<file path="config.mk">
export PLATFORM = sky130hd
export DESIGN_NAME = sorted_priority_queue_top
export DESIGN_NICKNAME = d
export VERILOG_FILES = /design/src/hw/rtl/spq_pkg.sv /design/src/hw/rtl/spq_ram.sv /design/src/hw/rtl/spq_key_cmp.sv /design/src/hw/rtl/sorted_priority_queue_top.sv
export SDC_FILE = /design/constraint.sdc
export NUM_CORES = 1
export LEC_CHECK = 0
export CORE_MARGIN = 5
export CORE_UTILIZATION = 31
export CTS_CLUSTER_DIAMETER = 100
export DETAILED_ROUTE_END_ITERATION = 8
export DONT_BUFFER_PORTS = 1
export GPL_ROUTABILITY_DRIVEN = 0
export GPL_TIMING_DRIVEN = 0
export PLACE_DENSITY = 0.54
export SETUP_SLACK_MARGIN = 0.3
export SLEW_MARGIN = 0
export SYNTH_ARGS = -nofsm -noshare
export SYNTH_HDL_FRONTEND = slang
export SYNTH_SLANG_ARGS = --single-unit
</file>
<file path="constraint.sdc">
create_clock -name aclk -period 11.7 [get_ports aclk]
set_clock_uncertainty 0.1 [all_clocks]
set_input_delay 0.585 -clock aclk [delete_from_list [all_inputs] [get_ports aclk]]
set_output_delay 0.585 -clock aclk [all_outputs]
set_load 0.03 [all_outputs]
</file>
<file path="src/hw/rtl/spq_pkg.sv">
// Shared types and codes of the sorted priority queue.
`timescale 1ns / 1ps

package spq_pkg;

    localparam int TAG_W   = 32;
    localparam int PRIO_W  = 8;
    localparam int SEQ_W   = 8;
    localparam int ENTRY_W = TAG_W + PRIO_W + SEQ_W;

    // First member sits in the top bits: tag lands in the lowest bits.
    typedef struct packed {
        logic [SEQ_W-1:0]  seq;
        logic [PRIO_W-1:0] prio;
        logic [TAG_W-1:0]  tag;
    } entry_t;

    typedef enum logic [1:0] {
        STATUS_OK    = 2'd0,
        STATUS_FULL  = 2'd1,
        STATUS_EMPTY = 2'd2
    } status_t;

    localparam logic OP_INSERT = 1'b0;
    localparam logic OP_REMOVE = 1'b1;

endpackage

</file>
<file path="src/hw/rtl/spq_ram.sv">
// Generic single-write, single-read RAM with registered read data.
`timescale 1ns / 1ps

module spq_ram #(
    parameter int WIDTH = 48,
    parameter int DEPTH = 8
) (
    input  logic                     aclk,
    input  logic                     wr_en,
    input  logic [$clog2(DEPTH)-1:0] wr_addr,
    input  logic [WIDTH-1:0]         wr_data,
    input  logic                     rd_en,
    input  logic [$clog2(DEPTH)-1:0] rd_addr,
    output logic [WIDTH-1:0]         rd_data
);

    logic [WIDTH-1:0] mem [DEPTH];

    always_ff @(posedge aclk) begin
        if (wr_en) begin
            mem[wr_addr] <= wr_data;
        end
        if (rd_en) begin
            rd_data <= mem[rd_addr];
        end
    end

endmodule

</file>
<file path="src/hw/rtl/spq_key_cmp.sv">
// Key comparator: flags a stored entry that is served after the new key.
`timescale 1ns / 1ps

module spq_key_cmp (
    input  spq_pkg::entry_t             stored,
    input  logic [spq_pkg::PRIO_W-1:0]  key_prio,
    input  logic [spq_pkg::SEQ_W-1:0]   key_seq,
    output logic                        ranks_after
);

    import spq_pkg::*;

    // Priority first, sequence tag breaks ties; equal keys do not rank after.
    assign ranks_after = {stored.prio, stored.seq} > {key_prio, key_seq};

endmodule

</file>
<file path="src/hw/rtl/sorted_priority_queue_top.sv">
// Top level of the sorted priority queue: request sequencer, store and result register.
`timescale 1ns / 1ps

// Bounded priority queue of up to QUEUE_DEPTH job entries, kept as a sorted
// circular array in one RAM. Each request on the s_ channel is an insert
// (s_tuser = 0) or a remove of the head entry (s_tuser = 1) and yields
// exactly one result on the m_ channel. Entries come out in ascending
// priority number, then ascending sequence tag; an entry whose key equals
// stored ones goes after them. One request is worked at a time, and s_tready
// stays low until its result has been placed in the output register, which
// then waits on m_tready while the next request is taken. An insert walks
// back from the tail through a single comparator, one stored entry per
// cycle, moving each entry that ranks after the new key one slot on; the
// entries it compares, at most QUEUE_DEPTH - 1, all pass through the one
// RAM read port. No clearing pass is needed after reset: only live slots
// are ever read.
module sorted_priority_queue_top #(
    parameter int QUEUE_DEPTH = 8
) (
    input  logic                         aclk,
    input  logic                         aresetn,
    // request channel
    input  logic                         s_tvalid,
    output logic                         s_tready,
    input  logic [spq_pkg::ENTRY_W-1:0]  s_tdata,  // job_tag, priority_req, sequence_tag
    input  logic                         s_tuser,  // opcode
    // result channel
    output logic                         m_tvalid,
    input  logic                         m_tready,
    output logic [spq_pkg::ENTRY_W-1:0]  m_tdata,  // out_job_tag, out_priority, out_sequence_tag
    output logic [1:0]                   m_tuser   // status
);

    import spq_pkg::*;

    localparam int PTR_W = $clog2(QUEUE_DEPTH);
    localparam int CNT_W = $clog2(QUEUE_DEPTH + 1);

    typedef enum logic [2:0] {
        ST_IDLE,
        ST_HEAD,
        ST_SCAN,
        ST_PLACE,
        ST_EMIT
    } state_t;

    state_t           state_reg;
    logic [PTR_W-1:0] head_reg;
    logic [CNT_W-1:0] count_reg;
    logic [PTR_W-1:0] k_reg;        // logical position under compare, then insert slot
    entry_t           key_reg;
    status_t          res_status_reg;
    entry_t           res_entry_reg;
    logic             m_tvalid_reg;
    status_t          m_status_reg;
    entry_t           m_entry_reg;

    logic             accept;
    logic             is_full;
    logic             is_empty;
    logic             out_free;
    logic             ranks_after;
    entry_t           in_entry;
    logic [PTR_W-1:0] tail_pos;

    logic             wr_en;
    logic [PTR_W-1:0] wr_addr;
    entry_t           wr_data;
    logic             rd_en;
    logic [PTR_W-1:0] rd_addr;
    entry_t           rd_data;

    // Physical slot of a logical position counted from the head.
    function automatic logic [PTR_W-1:0] slot_of(input logic [PTR_W-1:0] head,
                                                 input logic [PTR_W-1:0] pos);
        logic [PTR_W:0] sum;
        sum = {1'b0, head} + {1'b0, pos};
        if (sum >= (PTR_W+1)'(QUEUE_DEPTH)) begin
            sum = sum - (PTR_W+1)'(QUEUE_DEPTH);
        end
        return sum[PTR_W-1:0];
    endfunction

    assign s_tready = (state_reg == ST_IDLE);
    assign accept   = s_tvalid && s_tready;
    assign in_entry = entry_t'(s_tdata);
    assign is_full  = (count_reg == CNT_W'(QUEUE_DEPTH));
    assign is_empty = (count_reg == '0);
    assign tail_pos = PTR_W'(count_reg - CNT_W'(1));
    assign out_free = !m_tvalid_reg || m_tready;

    assign m_tvalid = m_tvalid_reg;
    assign m_tdata  = m_entry_reg;
    assign m_tuser  = m_status_reg;

    // The single compare unit, fed from the RAM read data.
    spq_key_cmp u_cmp (
        .stored      (rd_data),
        .key_prio    (key_reg.prio),
        .key_seq     (key_reg.seq),
        .ranks_after (ranks_after)
    );

    spq_ram #(
        .WIDTH (ENTRY_W),
        .DEPTH (QUEUE_DEPTH)
    ) u_store (
        .aclk    (aclk),
        .wr_en   (wr_en),
        .wr_addr (wr_addr),
        .wr_data (wr_data),
        .rd_en   (rd_en),
        .rd_addr (rd_addr),
        .rd_data (rd_data)
    );

    // Read port: fetch the head for a remove, the tail to open an insert,
    // then the next entry down while the scan keeps shifting.
    always_comb begin
        rd_en   = 1'b0;
        rd_addr = head_reg;
        case (state_reg)
            ST_IDLE: begin
                if (accept) begin
                    if (s_tuser == OP_REMOVE) begin
                        rd_en   = !is_empty;
                        rd_addr = head_reg;
                    end else begin
                        rd_en   = !is_full && !is_empty;
                        rd_addr = slot_of(head_reg, tail_pos);
                    end
                end
            end
            ST_SCAN: begin
                rd_en   = ranks_after && (k_reg != '0);
                rd_addr = slot_of(head_reg, PTR_W'(k_reg - PTR_W'(1)));
            end
            default: begin
                rd_en = 1'b0;
            end
        endcase
    end

    // Write port: move a later-ranked entry back one slot, or drop the new
    // entry into the gap.
    always_comb begin
        wr_en   = 1'b0;
        wr_addr = slot_of(head_reg, k_reg);
        wr_data = key_reg;
        case (state_reg)
            ST_SCAN: begin
                wr_en   = ranks_after;
                wr_addr = slot_of(head_reg, PTR_W'(k_reg + PTR_W'(1)));
                wr_data = rd_data;
            end
            ST_PLACE: begin
                wr_en   = 1'b1;
                wr_addr = slot_of(head_reg, k_reg);
                wr_data = key_reg;
            end
            default: begin
                wr_en = 1'b0;
            end
        endcase
    end

    always_ff @(posedge aclk) begin
        if (!aresetn) begin
            state_reg    <= ST_IDLE;
            head_reg     <= '0;
            count_reg    <= '0;
            m_tvalid_reg <= 1'b0;
        end else begin
            case (state_reg)
                ST_IDLE: begin
                    if (accept) begin
                        key_reg        <= in_entry;
                        res_status_reg <= STATUS_OK;
                        res_entry_reg  <= '0;
                        if (s_tuser == OP_INSERT) begin
                            if (is_full) begin
                                res_status_reg <= STATUS_FULL;
                                state_reg      <= ST_EMIT;
                            end else if (is_empty) begin
                                k_reg     <= '0;
                                state_reg <= ST_PLACE;
                            end else begin
                                k_reg     <= tail_pos;
                                state_reg <= ST_SCAN;
                            end
                        end else begin
                            if (is_empty) begin
                                res_status_reg <= STATUS_EMPTY;
                                state_reg      <= ST_EMIT;
                            end else begin
                                state_reg <= ST_HEAD;
                            end
                        end
                    end
                end
                ST_HEAD: begin
                    // Head data is back from the RAM: take it and advance.
                    res_entry_reg <= rd_data;
                    head_reg      <= slot_of(head_reg, PTR_W'(1));
                    count_reg     <= count_reg - CNT_W'(1);
                    state_reg     <= ST_EMIT;
                end
                ST_SCAN: begin
                    if (ranks_after) begin
                        if (k_reg == '0) begin
                            state_reg <= ST_PLACE;
                        end else begin
                            k_reg <= k_reg - PTR_W'(1);
                        end
                    end else begin
                        k_reg     <= k_reg + PTR_W'(1);
                        state_reg <= ST_PLACE;
                    end
                end
                ST_PLACE: begin
                    count_reg <= count_reg + CNT_W'(1);
                    state_reg <= ST_EMIT;
                end
                ST_EMIT: begin
                    if (out_free) begin
                        state_reg <= ST_IDLE;
                    end
                end
                default: begin
                    state_reg <= ST_IDLE;
                end
            endcase

            // Result register: load when the finished result can go out,
            // drop it once taken.
            if ((state_reg == ST_EMIT) && out_free) begin
                m_tvalid_reg <= 1'b1;
                m_status_reg <= res_status_reg;
                m_entry_reg  <= res_entry_reg;
            end else if (m_tready) begin
                m_tvalid_reg <= 1'b0;
            end
        end
    end

endmodule

</file>
---- After elaboration in Yosys (flattened, before gate mapping) ----
Memories as Yosys holds them, arrays and structs flattened. A register that Yosys moved wholly into a read port is not among the register bits.
Index checks and enable logic that the tools add are counted.
cells by class
  $lt $le $gt $ge ......................... 6
  add/sub/neg operators ................... 14
  div/mod/pow operators ................... 0
  mux-type cells .......................... 40
  equal/unequal tests ..................... 11
  multipliers ............................. 0
  bitwise operators ....................... 0
  reduce and logical (&&, ||, !) cells .... 22
  shifts and indexed selects .............. 0
operators by type and width
  operator                                             number
  2-to-1 mux 48 bit                                    2
  case mux 48 bit (2 select lines)                     1
  2-to-1 mux 3 bit                                     21
  >= comparator 4 bit, second input constant           5
  subtractor 3 x 1 -> 3 bit, second input constant     6
  adder 3 x 3 -> 4 bit                                 4
  > comparator 16 bit                                  1
  case mux 3 bit (2 select lines)                      2
  case mux 3 bit (4 select lines)                      1
  AND reduction 3 bit                                  3
  2-to-1 mux 1 bit                                     8
  case mux 4 bit (2 select lines)                      1
  nonzero test 2 bit                                   4
  equality test 3 x 2 -> 1 bit, second input constant  2
  zero test 3 bit                                      2
  inequality test 2 bit, second input constant         3
  inequality test 3 bit, second input constant         2
  AND reduction 6 bit                                  1
  adder 3 x 1 -> 4 bit, second input constant          1
  adder 4 x 1 -> 4 bit, second input constant          1
  equality test 4 bit, second input constant           1
  logical AND 1 bit                                    4
  zero test 4 bit                                      1
  2-to-1 mux 2 bit                                     2
  other kinds (11)                                     14
word-level totals
  flip-flop bits (word level) ............. 162
  input port bits ......................... 53
  word-level logic and storage cells ...... 110
  memory bits (writable) .................. 384
  output and inout bits ................... 52
  memories kept ........................... 1
  bits in read-only memories .............. 0
  latch bits .............................. 0
memory list
  memory       depth  width  rd ports  clocked after Yosys merged registers in  wr ports  RTL line       text
  u_store.mem  8      48     1         1                                        1         spq_ram.sv:17  logic [WIDTH-1:0] mem [DEPTH];

---- Longest topological paths before layout ----
  depth in word-level cells ............... 7
  depth in mapped cells ................... 14
  mapped depth without buffers ............ 11

---- By module ----
Synthesis repeated with hierarchy kept, for this count alone.
second synthesis, totals
  cell total of the unflattened synthesis .. 1,165
  area, all modules ....................... 23,030.8 um^2
by module, submodules not included
  module                     cells each  seq. area each (um^2)  times used  area each (um^2)
  spq_ram                    616         12,972.4               1           16,100.4
  sorted_priority_queue_top  493         4,754.6                1           6,523.8
  spq_key_cmp                56          0.0                    1           406.6

---- Worst setup path after synthesis ----
No wires, ideal clock.
  kind .................................... register to register
  start point ............................. register state_reg[2]
  end point ............................... memory u_store.mem[6][0], enable pin
  arrival time ............................ 7.335 ns
  stages on the path, launching flop included .. 15
  setup time .............................. 0.573 ns
  path slack .............................. 3.692 ns
  path buffers ............................ 3
  period minus slack after synthesis ...... 8.008 ns
  required time ........................... 11.027 ns
  path through ............................ dfxtp_1 > buf_6 > or2_1 > buf_2 > nor2_1 > clkbuf_1 > xnor2_1 > ha_1 > inv_1 > fa_1 > xor2_1 > xnor2_1 > xnor2_1 > o21ai_1 > nor4_1
between the ends
  cells in the longest elaborated chain, start to end .. 4
  elaborated cells between the ends (all ways) .. 6
  those cells by class .................... eq/ne (2); mux (4)
ends and longest elaborated chain
  what                                    RTL line                          text
  start: declaration                      sorted_priority_queue_top.sv:47   state_t state_reg;
  start signal: assignment                sorted_priority_queue_top.sv:169  state_reg <= ST_IDLE;
  start signal: assignment                sorted_priority_queue_top.sv:183  state_reg <= ST_EMIT;
  start signal: assignment                sorted_priority_queue_top.sv:186  state_reg <= ST_PLACE;
  equality test 3 x 2 -> 1 bit            sorted_priority_queue_top.sv:150  case (state_reg)
  case mux 1 bit (2 select lines)         sorted_priority_queue_top.sv:150
  2-to-1 mux 1 bit                        spq_ram.sv:20                     if (wr_en) begin
  2-to-1 mux 1 bit (implied by the code)  spq_ram.sv:21                     mem[wr_addr] <= wr_data;
  end: declaration                        spq_ram.sv:17
Parallel ways exist; a longest one is shown, timed or not.

---- Worst setup path after layout ----
  start point ............................. register state_reg[0]
  end point ............................... memory u_store.mem[6][18], enable pin
The elaborated chain is that of the path after synthesis.

==> flow_summary.json <==
{
  "outcome": "complete, no violations",
  "final_nets": 1402,
  "die_w_um": 281.1,
  "grtUsageTotal": 0.1290,
  "p_leak_nw": 8.945,
  "grt_max_degree": 29,
  "ioPinCount": 105,
  "criticalPathCategory": "reg2reg",
  "syn2layout_area_growth_pct": 19.42,
  "slew_violations": 0,
  "period_needed_ns": 5.810,
  "drive_gt1_frac": 0.2365,
  "period_share": 0.4966,
  "synth_cell_types": 45,
  "worst_setup_path_start_kind": "flop",
  "ctsHoldBuffers": 48,
  "n_fill_cell": 6605,
  "cts_buffers": 60,
  "timing.fmax_ghz": 0.1721,
  "power.density_mw_per_mm2": 259.7,
  "crit_path_max_incr_delay_ns": 0.83,
  "max_cap_viol_count": 0,
  "via_per_inst": 4.653,
  "slowest_stage": "nor4_2",
  "rows": 99,
  "clock-root-buffer": "clkbuf_16",
  "crit_chain": "buf_2, or2_1, buf_2, nor2_1, clkbuf_1, xnor2_1, ha_1, inv_1, fa_1, xor2_1, xnor2_1, xnor2_1, o21ai_1, nor4_2, buf_6, buf_6, buf_4, buf_4",
  "crit_top_cell": "xnor2_1",
  "dp_hpwl_um": 33820,
  "drcViolationCount": 0,
  "seq_area_frac_synth": 0.7780,
  "cts_tree": "built",
  "cts_setup_buffers": 0,
  "final_common_cell": "edfxtp_1",
  "worst_pin_slew_ns": 1.038,
  "cts.sinks": 594,
  "drt_iter0_markers": 845,
  "peakVddDrop_uv": 104.7,
  "antenna_found_initial": 0,
  "fp.dieH_um": 281.1,
  "start_util": 0.3123,
  "hold_viol_final": 0,
  "vias": 10840,
  "hold_path_depth": 1,
  "routed_wl_um": 51180,
  "ys_warn_count": 0,
  "h-tree-depth": 2,
  "ys_ff_latch": 594,
  "clock_path_buffers": 3,
  "dr.pass1.iters": 5,
  "grt_pass1_vias": 11480,
  "antennaDiodeCount": 0,
  "end_kind": "flop",
  "largest_reg_flops": 384,
  "port_buffers": 0,
  "ys_async_sr_fraction": 0,
  "wl_per_cell_um": 21.98,
  "synth_edf_count": 583,
  "core_mm2": 0.07296,
  "rsz0062_at_grt": "no",
  "cp.arrival_ns": 6.03,
  "cp.required_ns": 11.92,
  "top_register": "u_store.mem",
  "yosysTopAreaCellShare": 0.7683,
  "rr_worst_depth": 18,
  "synth_top_area_cell": "edfxtp_1",
  "utilization": 0.3729,
  "synthCells": 1159,
  "relSlewSlack": 0.3079,
  "placed_area_mm2": 0.02470,
  "ys.flop_type": "edfxtp_1",
  "grt-ovfl-total": 0,
  "die-area_mm2": 0.07902,
  "cts.repair.resized": 0,
  "grt_pass1_wl_um": 75860,
  "synth_area_mm2": 0.02279,
  "crit_path_max_fanout": 10,
  "clkTransAtPathRegs_ns": 0.06,
  "syn-num-nets": 1240,
  "hold_path_class": "in2reg",
  "final_cell_mix": "edfxtp_1, nand2_1, mux4_2",
  "post-route-cell-area_mm2": 0.02721,
  "synth_top_cells_by_area": "edfxtp_1, mux4_2, mux2_2, nand2_1, and2_1",
  "synth.avg_cell_area_um2": 19.66,
  "clock_latency_ns": 0.63,
  "setup_viol": 0,
  "drtAntennaViolNets": 0
}
==> power breakdown <==
part           internal, mW  switching [mW]  total (mW)  leakage, nW
Sequential             2.87           0.153        3.03         5.40
Clock                  1.14           0.818        1.96        0.965
Combinational         0.902            1.17        2.08         2.58
Total                  4.92            2.15        7.07         8.94
==> logic make-up after synthesis <==
logic type,count (synthesis),share of synthesized area
buffers and inverters,76,0.01526
XOR/XNOR,17,0.006534
AND/OR/NAND/NOR,241,0.04948
adder cells (fa/ha/maj),28,0.01636
flip-flops,594,0.7780
AO/OA/AOI/OAI,58,0.01532
multiplexers,145,0.1190
==> layout make-up <==
cell class	count	area [um2]	share of cell area
timing repair buffer	100	1117	0.04106
clock buffer	68	1531	0.05628
clock inverter	43	496.7	0.01826
multi-input combinational	489	4790	0.1760
sequential	594	17730	0.6515
tap	959	1200	0.04410
inverter	27	101.3	0.003725
buffer	49	246.5	0.009059
==> routing by layer <==
| layer | vias to the layer above | share of wire | track usage |
|---|---|---|---|
| met4 | 0 | 0.018 | 0.02875 |
| met1 | 5674 | 0.45 | 0.1771 |
| met5 | - | 0 | 0 |
| li1 | 4882 | - | - |
| met2 | 220 | 0.48 | 0.2090 |
| met3 | 61 | 0.057 | 0.03298 |
==> metrics by stage <==
stage                     cells  power [mW]  worst slack, ns  TNS [ns]  hold slack, ns
after floorplan            1159       4.483            3.692         0          0.3003
after global placement     2118       5.115           -2.854   -263.49          0.3054
after detailed placement   2170       5.189            5.846         0          0.3045
after CTS                  2329       7.186            5.843         0         0.03147
after global routing       2329       7.441            5.525         0         0.03275
final                      2329       7.067            5.890         0         0.06308
==> cell usage after synthesis (2+ instances only) <==
master	count
buf_2	14
buf_6	6
ha_1	25
a21oi_1	16
or3_1	5
nor2b_1	5
mux4_2	96
nor3_1	8
nand2b_1	4
mux2_2	48
nand4_1	4
nor4_1	3
nand3_1	6
o211ai_1	2
fa_1	3
nor2_1	19
and2_1	54
xor2_1	7
edfxtp_1	583
inv_1	26
xnor2_1	10
a21boi_1	3
buf_1	3
o21ai_0	6
nand2_1	129
dfxtp_1	11
and4_1	2
o21ai_1	19
clkbuf_1	26
==> worst max-delay path: cells and delay by family, from the launching register on <==
family	cells	cell delay, ns
AND/OR/NAND/NOR	3	1.71
buffers and inverters	8	1.89
AO/OA/AOI/OAI	1	0.26
flip-flops	1	0.29
XOR/XNOR	4	0.72
adder cells (fa/ha/maj)	2	0.55
==> path summary, 6_finish.rpt <==
path                                      to                             from  slack, ns
min reg2reg            m_tdata[10]$_DFFE_PP_  res_entry_reg[10]$_SDFFCE_PP0P_       0.31
max reg2reg     u_store.mem[6][18]$_DFFE_PP_        state_reg[0]$_SDFFE_PN0P_       5.89
max             u_store.mem[6][18]$_DFFE_PP_        state_reg[0]$_SDFFE_PN0P_       5.89
min          res_status_reg[0]$_SDFFCE_PP0P_                          s_tuser       0.06
No activity file was read; power rests on OpenSTA's default activity.
